===== src/rtl/swh_pkg.sv =====
// Package with constants, types and helpers of the split weight histogram.
package swh_pkg;

  localparam int MAX_BINS    = 1024;
  localparam int FRAC_BITS   = 16;
  localparam int SAMPLE_BITS = 16;
  localparam int ADDR_W      = $clog2(MAX_BINS);
  localparam int TOTAL_W     = 48;
  localparam int SCALE_W     = FRAC_BITS + 1;
  localparam int COUNT_W     = 11;
  localparam int SEL_W       = 10;
  localparam int CMD_W       = 2;
  localparam int POS_W       = SAMPLE_BITS + SCALE_W;
  localparam int WHOLE_W     = POS_W - FRAC_BITS;
  localparam int DATA_W      = SCALE_W;
  localparam int INDEX_W     = 2;

  localparam logic [SCALE_W-1:0] ONE_FX = SCALE_W'(1) << FRAC_BITS;
  localparam logic [TOTAL_W-1:0] TOTAL_MAX = {TOTAL_W{1'b1}};

  localparam logic [CMD_W-1:0] CMD_ADD   = 2'd0;
  localparam logic [CMD_W-1:0] CMD_READ  = 2'd1;
  localparam logic [CMD_W-1:0] CMD_CLEAR = 2'd2;

  localparam logic [INDEX_W-1:0] REG_LOW_SAMPLE = 2'd0;
  localparam logic [INDEX_W-1:0] REG_BIN_SCALE  = 2'd1;
  localparam logic [INDEX_W-1:0] REG_BIN_COUNT  = 2'd2;

  localparam logic [SAMPLE_BITS-1:0] LOW_RESET   = {1'b1, {(SAMPLE_BITS - 1){1'b0}}};
  localparam logic [SCALE_W-1:0]     SCALE_RESET = SCALE_W'(1024);
  localparam logic [COUNT_W-1:0]     COUNT_RESET = COUNT_W'(1024);

  typedef struct packed {
    logic [CMD_W-1:0]              command;
    logic signed [SAMPLE_BITS-1:0] sample_value;
    logic [SEL_W-1:0]              bin_select;
  } item_t;

  typedef struct packed {
    logic [TOTAL_W-1:0] bin_total;
    logic [SEL_W-1:0]   bin_echo;
  } result_t;

  typedef struct packed {
    logic               rd_en;
    logic [ADDR_W-1:0]  raddr;
    logic               wr_en;
    logic [ADDR_W-1:0]  waddr;
    logic [TOTAL_W-1:0] wdata;
  } mem_req_t;

  function automatic logic [TOTAL_W-1:0] sat_add(input logic [TOTAL_W-1:0] total,
                                                 input logic [SCALE_W-1:0] weight);
    logic [TOTAL_W:0] sum;
    sum = {1'b0, total} + (TOTAL_W + 1)'(weight);
    return sum[TOTAL_W] ? TOTAL_MAX : sum[TOTAL_W-1:0];
  endfunction

endpackage


===== src/rtl/swh_ctrl.sv =====
// Sequencer: clearing pass, bin position, read-modify-write and result register.
module swh_ctrl
  import swh_pkg::*;
(
  input  logic                      clk,
  input  logic                      rst,
  input  logic signed [SAMPLE_BITS-1:0] low_sample,
  input  logic [SCALE_W-1:0]        bin_scale,
  input  logic [COUNT_W-1:0]        bin_count,
  input  logic                      item_valid,
  output logic                      item_ready,
  input  item_t                     item,
  output logic                      result_valid,
  input  logic                      result_ready,
  output result_t                   result,
  output mem_req_t                  mem_req,
  input  logic [TOTAL_W-1:0]        mem_rdata
);

  localparam logic [2:0] ST_CLEAR = 3'd0;
  localparam logic [2:0] ST_IDLE  = 3'd1;
  localparam logic [2:0] ST_MUL   = 3'd2;
  localparam logic [2:0] ST_CHK   = 3'd3;
  localparam logic [2:0] ST_W1    = 3'd4;
  localparam logic [2:0] ST_W2    = 3'd5;
  localparam logic [2:0] ST_RWAIT = 3'd6;

  logic [2:0]             state;
  logic [2:0]             state_next;
  logic [ADDR_W-1:0]      clr_addr;
  logic [SAMPLE_BITS-1:0] diff;
  logic [POS_W-1:0]       pos;
  logic [ADDR_W-1:0]      bin_addr;
  logic [SCALE_W-1:0]     weight1;
  logic [SCALE_W-1:0]     weight2;
  logic                   second;
  logic [CMD_W-1:0]       cmd;
  logic [SEL_W-1:0]       sel;
  logic                   oob;

  logic                   accept;
  logic                   slot_free;
  logic [SAMPLE_BITS:0]   diff_calc;
  logic [COUNT_W-1:0]     limit;
  logic [WHOLE_W-1:0]     whole;
  logic [FRAC_BITS-1:0]   frac;
  logic                   straddle;
  logic                   in_range;
  logic                   next_in_range;

  assign item_ready = (state == ST_IDLE);
  assign accept     = item_valid && item_ready;
  assign slot_free  = !result_valid || result_ready;

  assign diff_calc = {item.sample_value[SAMPLE_BITS-1], item.sample_value}
                   - {low_sample[SAMPLE_BITS-1], low_sample};
  assign limit = (bin_count < COUNT_W'(MAX_BINS)) ? bin_count : COUNT_W'(MAX_BINS);
  assign whole = pos[POS_W-1:FRAC_BITS];
  assign frac  = pos[FRAC_BITS-1:0];
  assign straddle = ((SCALE_W + 1)'(frac) + (SCALE_W + 1)'(bin_scale))
                  > (SCALE_W + 1)'(ONE_FX);
  assign in_range      = (WHOLE_W + 1)'(whole) < (WHOLE_W + 1)'(limit);
  assign next_in_range = ((WHOLE_W + 1)'(whole) + (WHOLE_W + 1)'(1))
                       < (WHOLE_W + 1)'(limit);

  always_comb begin
    state_next = state;
    case (state)
      ST_CLEAR: begin
        if (clr_addr == ADDR_W'(MAX_BINS - 1)) begin
          state_next = ST_IDLE;
        end
      end
      ST_IDLE: begin
        if (accept) begin
          case (item.command)
            CMD_ADD:   state_next = diff_calc[SAMPLE_BITS] ? ST_IDLE : ST_MUL;
            CMD_READ,
            CMD_CLEAR: state_next = ST_RWAIT;
            default:   state_next = ST_IDLE;
          endcase
        end
      end
      ST_MUL:   state_next = ST_CHK;
      ST_CHK:   state_next = in_range ? ST_W1 : ST_IDLE;
      ST_W1:    state_next = second ? ST_W2 : ST_IDLE;
      ST_W2:    state_next = ST_IDLE;
      ST_RWAIT: state_next = slot_free ? ST_IDLE : ST_RWAIT;
      default:  state_next = ST_IDLE;
    endcase
  end

  always_comb begin
    mem_req = '0;
    case (state)
      ST_CLEAR: begin
        mem_req.wr_en = 1'b1;
        mem_req.waddr = clr_addr;
      end
      ST_IDLE: begin
        mem_req.rd_en = accept && (item.command == CMD_READ || item.command == CMD_CLEAR);
        mem_req.raddr = item.bin_select[ADDR_W-1:0];
      end
      ST_CHK: begin
        mem_req.rd_en = in_range;
        mem_req.raddr = whole[ADDR_W-1:0];
      end
      ST_W1: begin
        mem_req.wr_en = 1'b1;
        mem_req.waddr = bin_addr;
        mem_req.wdata = sat_add(mem_rdata, weight1);
        mem_req.rd_en = second;
        mem_req.raddr = bin_addr + ADDR_W'(1);
      end
      ST_W2: begin
        mem_req.wr_en = 1'b1;
        mem_req.waddr = bin_addr + ADDR_W'(1);
        mem_req.wdata = sat_add(mem_rdata, weight2);
      end
      ST_RWAIT: begin
        mem_req.wr_en = slot_free && (cmd == CMD_CLEAR) && !oob;
        mem_req.waddr = sel[ADDR_W-1:0];
      end
      default: mem_req = '0;
    endcase
  end

  always_ff @(posedge clk) begin
    if (rst) begin
      state        <= ST_CLEAR;
      clr_addr     <= '0;
      result_valid <= 1'b0;
    end else begin
      state <= state_next;
      if (state == ST_CLEAR) begin
        clr_addr <= clr_addr + ADDR_W'(1);
      end
      if (state == ST_RWAIT && slot_free) begin
        result_valid <= 1'b1;
      end else if (result_ready) begin
        result_valid <= 1'b0;
      end
    end
  end

  always_ff @(posedge clk) begin
    if (accept) begin
      cmd  <= item.command;
      sel  <= item.bin_select;
      oob  <= (32'(item.bin_select) >= 32'(MAX_BINS));
      diff <= diff_calc[SAMPLE_BITS-1:0];
    end
    if (state == ST_MUL) begin
      pos <= POS_W'(diff) * POS_W'(bin_scale);
    end
    if (state == ST_CHK) begin
      bin_addr <= whole[ADDR_W-1:0];
      weight1  <= straddle ? SCALE_W'(frac) : ONE_FX;
      weight2  <= ONE_FX - SCALE_W'(frac);
      second   <= straddle && next_in_range;
    end
    if (state == ST_RWAIT && slot_free) begin
      result.bin_total <= oob ? '0 : mem_rdata;
      result.bin_echo  <= sel;
    end
  end

endmodule


===== config.mk =====
export PLATFORM = sky130hd
export DESIGN_NAME = swh_ctrl
export DESIGN_NICKNAME = d
export VERILOG_FILES = /design/src/rtl/swh_pkg.sv /design/src/rtl/swh_ctrl.sv
export SDC_FILE = /design/constraint.sdc
export NUM_CORES = 1
export LEC_CHECK = 0
export BUFFER_PORTS_ARGS = -buffer_cell sky130_fd_sc_hd__buf_2
export CAP_MARGIN = 20
export CORE_MARGIN = 1
export CORE_UTILIZATION = 52
export DETAILED_ROUTE_END_ITERATION = 8
export PLACE_DENSITY = 0.73
export SLEW_MARGIN = 15
export SYNTH_ARGS = -nofsm -noshare
export SYNTH_HDL_FRONTEND = slang
export SYNTH_SLANG_ARGS = --single-unit

===== constraint.sdc =====
create_clock -name clk -period 8.25 [get_ports clk]
set_clock_uncertainty 0.2 [all_clocks]
set_input_delay 1.2375 -clock clk [delete_from_list [all_inputs] [get_ports clk]]
set_output_delay 1.2375 -clock clk [all_outputs]
set_load 0.02 [all_outputs]

==> reports/summary.txt <==
result of the run -> completed
post-placement worst setup slack -> 303 ps
data required time of the worst path -> 8250 ps
total wirelength of the detailed-routed design -> 58,800 um
average wire length per cell after detail routing -> 19.5 um
Final period util -> 91.1%
Primary FF master, synth -> sky130_fd_sc_hd__edfxtp_1
met1 layer usage reported by global route -> 35.8%
Initial Util -> 52.6%
number of post-CTS setup repair buffers -> 0
clock sink count -> 178
area inside the core boundary -> 39,600 sq um
CP Capture Type -> flop
Global Route met3 Usage -> 4.37%
category of cells accounting for the largest share of critical-path delay -> adder cells
count of nets left with antenna violations after detail routing -> 0
final hold slack -> 259 ps
Global Route Usage Sum -> 28.8%
boundary pin count -> 254
Worst EP arrival -> 7510 ps
end of the worst register-to-register path -> pos[30]
Final Cell Area -> 23,300 sq um
share of post-route cells with drive strength above 1 -> 13.2%
vias per inst -> 5.79
startpoint kind of the worst setup timing path -> input pin
peak supply drop -> 0.273 mV
Total Negative Setup Slacks -> 0 ps
max-slew headroom at the worst pin -> 34.1%
Die ar. -> 40,900 sq um
count of pins over their slew limit -> 0
number of buffers inserted by hold repair at cts -> 0
number of buffer cells added on primary ports -> 253
buffers and inverters on the worst path -> 4
number of buffers added by the clock tree synthesis step -> 17
reg-to-reg critical path startpoint -> diff[15]
placer congestion estimate -> 0.933
synthesized instance count -> 2,260
min cycle time layout -> 7520 ps
DP HPWL -> 47,300 um
Final #Nets -> 3,010
actual transition at the worst max-transition pin -> 988 ps
Achievable Freq -> 133 MHz
worst r2r path cells -> 20
most used cells in the layout excluding fill and tap cells -> sky130_fd_sc_hd__inv_1 (308), sky130_fd_sc_hd__nand2_1 (257), sky130_fd_sc_hd__buf_2 (253), sky130_fd_sc_hd__fa_1 (212), sky130_fd_sc_hd__ha_1 (197)
overall via count from detail_route -> 17,482
Crit-path slowest cell -> sky130_fd_sc_hd__fa_1
overall die height -> 202 um
CTS HTree Levels -> 4
leakage component of the power -> 10.7 nW
warning count from the yosys run -> 0
total of cells resized after clock tree synthesis -> 0
Clock transition at path regs -> 70 ps
global-route wire length before repair -> 92,400 um
Placed Instance Area -> 22,700 sq um
number of different library cells in the post-synthesis netlist -> 79
combined area of all synthesized cells -> 20,900 sq um
area growth from synthesis to final layout -> 11.5%
Power Density -> 196 nW/um^2
internal reg-to-reg setup slack -> 940 ps
Setup WS post-layout -> 734 ps
classification of the worst setup path -> in -> reg
flops & latches, synth -> 178
DR iter-0 viols -> 958
num rows -> 73
critical path, cell by cell -> buf_2, nand2_1, fa_1, inv_1, fa_1, fa_1, fa_1, fa_1, inv_1, fa_1, inv_1, ha_1, a222oi_1, nand2_1, o32a_1, a2111oi_0, nor3_1, a31oi_1, o21bai_1, a21oi_1, xnor2_1
first-pass detailed-route iteration total -> 5
number of endpoints with negative hold slack in the final report -> 0
total power draw -> 4.55 mW
average size of a mapped cell -> 9.23 sq um
initial antenna violation count -> 5
overflow left after global routing -> 0
Chip Width -> 202 um
final routed DRC violation total -> 0
final setup vio count -> 0
clock tree from TritonCTS -> done
Post-synth EDFFs -> 164
largest fanout on the critical path -> 17
worst setup path startpoint -> bin_scale[6]
Maximum Capacitance Violations -> 0
maximum number of pins on one net before global-route repair -> 59
largest stage delay on the critical path -> 570 ps
worst hold path endpoint -> result[7]
path category of the worst min-delay check -> reg -> reg
later-pin clock latency in the skew report -> 460 ps
Hold Path Depth -> 0
clock buffer depth -> 2
most repeated library cell on the critical path -> sky130_fd_sc_hd__fa_1
total nets after synthesis -> 2,793
startpoint of the worst hold path -> sel[7]
grt peak-use layer -> met2
RSZ-0062 raised after global routing -> no
vias in the first global route -> 17,674
sequential element share of the synthesized area -> 24.9%
Clk Tree Root Cell -> sky130_fd_sc_hd__clkbuf_16
met2 track demand over resource -> 50.4%
leading cell type in the layout, fill and taps excluded -> sky130_fd_sc_hd__inv_1
Post-synth ARST share -> 0%
where the power goes:
group / internal, mW / leakage [nW] / switching, mW / total, mW
clock network: 0.484 / 0.291 / 0.391 / 0.874
registers: 1.11 / 1.59 / 0.00164 / 1.11
logic: 1.10 / 8.85 / 1.47 / 2.56
per-layer routing:
layer  part of all wire (%)  wire length, um  vias up
li1                       -                -     8086
met1                     40            23400     8512
met2                     50            29200      747
met3                    7.1             4200      133
met4                    3.2             1900        4
met5                  0.046               27        -
metrics by stage:
stage,instances,util (%)
2_1_floorplan,2260,-
3_3_place_gp,2982,57.1
3_5_place_dp,2983,57.1
4_1_cts,3015,58.7
5_1_grt,3015,58.7
6_report,3017,58.7
Yosys cell counts, types with 15 or more instances:
cell type | number | area, sq um
sky130_fd_sc_hd__inv_1 | 308 | 1160
sky130_fd_sc_hd__and2_1 | 138 | 863
sky130_fd_sc_hd__clkbuf_1 | 65 | 244
sky130_fd_sc_hd__nand4_1 | 20 | 125
sky130_fd_sc_hd__o22ai_1 | 25 | 156
sky130_fd_sc_hd__a21o_1 | 38 | 285
sky130_fd_sc_hd__mux2i_1 | 22 | 220
sky130_fd_sc_hd__o21a_1 | 23 | 173
sky130_fd_sc_hd__ha_1 | 197 | 2460
sky130_fd_sc_hd__fa_1 | 212 | 4240
sky130_fd_sc_hd__xor2_1 | 34 | 298
sky130_fd_sc_hd__a21oi_1 | 97 | 485
sky130_fd_sc_hd__nand3_1 | 45 | 225
sky130_fd_sc_hd__edfxtp_1 | 164 | 4920
sky130_fd_sc_hd__a31oi_1 | 15 | 93.8
sky130_fd_sc_hd__nor3_1 | 31 | 155
sky130_fd_sc_hd__and3_1 | 20 | 125
sky130_fd_sc_hd__xnor2_1 | 84 | 736
sky130_fd_sc_hd__nor2_1 | 136 | 510
sky130_fd_sc_hd__nand2_1 | 257 | 965
sky130_fd_sc_hd__o21ai_0 | 109 | 546
kinds of logic (layout without fill, tap and decap cells):
kind of cell,count (synthesis),count (layout),synth area share [%]
AOI/OAI and AO/OA,417,417,12.8
xor gates and xnor gates,118,118,4.95
adders and majority gates,409,409,32.1
buffers and inverters,383,613,7.00
DFF,178,178,24.9
muxes,24,24,1.16
other,0,2,0
and+or+nand+nor,731,731,17.0
worst max-delay path by stage:
stage / to / slack, ps / cells after the start
6_report: pos[30] / 730 / 21
3_5_place_dp: pos[32] / 300 / 22
5_1_grt: pos[32] / 390 / 21
3_3_place_gp: pos[30] / 390 / 24
2_1_floorplan: pos[30] / 700 / 25
4_1_cts: pos[32] / 770 / 24
worst reg2reg max path, stage by stage (launching register included):
cell and delay (ps):
sky130_fd_sc_hd__edfxtp_1 800, sky130_fd_sc_hd__nand2_1 190, sky130_fd_sc_hd__fa_1 540, sky130_fd_sc_hd__fa_1 560
sky130_fd_sc_hd__inv_1 60, sky130_fd_sc_hd__fa_1 530, sky130_fd_sc_hd__fa_1 530, sky130_fd_sc_hd__fa_1 560
sky130_fd_sc_hd__inv_1 60, sky130_fd_sc_hd__fa_1 530, sky130_fd_sc_hd__inv_1 40, sky130_fd_sc_hd__ha_1 370
sky130_fd_sc_hd__a222oi_1 340, sky130_fd_sc_hd__nand2_1 90, sky130_fd_sc_hd__o32a_1 440, sky130_fd_sc_hd__a2111oi_0 420
sky130_fd_sc_hd__nor3_1 150, sky130_fd_sc_hd__a31oi_1 320, sky130_fd_sc_hd__o21bai_1 100, sky130_fd_sc_hd__a21oi_1 180
sky130_fd_sc_hd__xnor2_1 80
state kept, by name, summed over array words and instances, names as in the netlist:
register,count
bin_addr,10
clr_addr,10
cmd,2
diff,16
pos,33
result,58
result_valid,1
second,1
sel,10
state,3
weight1,17
weight2,17
area by class of cell:
cell class              count  area (sq um)
flip-flops and latches    178          5200
multi-input cells        1699         14200
diodes                      2          5.00
repair buffers            270          1400
inverters                 311          1170
clock inverters            13           174
fillers                  3445         16400
well taps                 525           657
clock buffers              19           433
(Power assumes the default switching activity.)
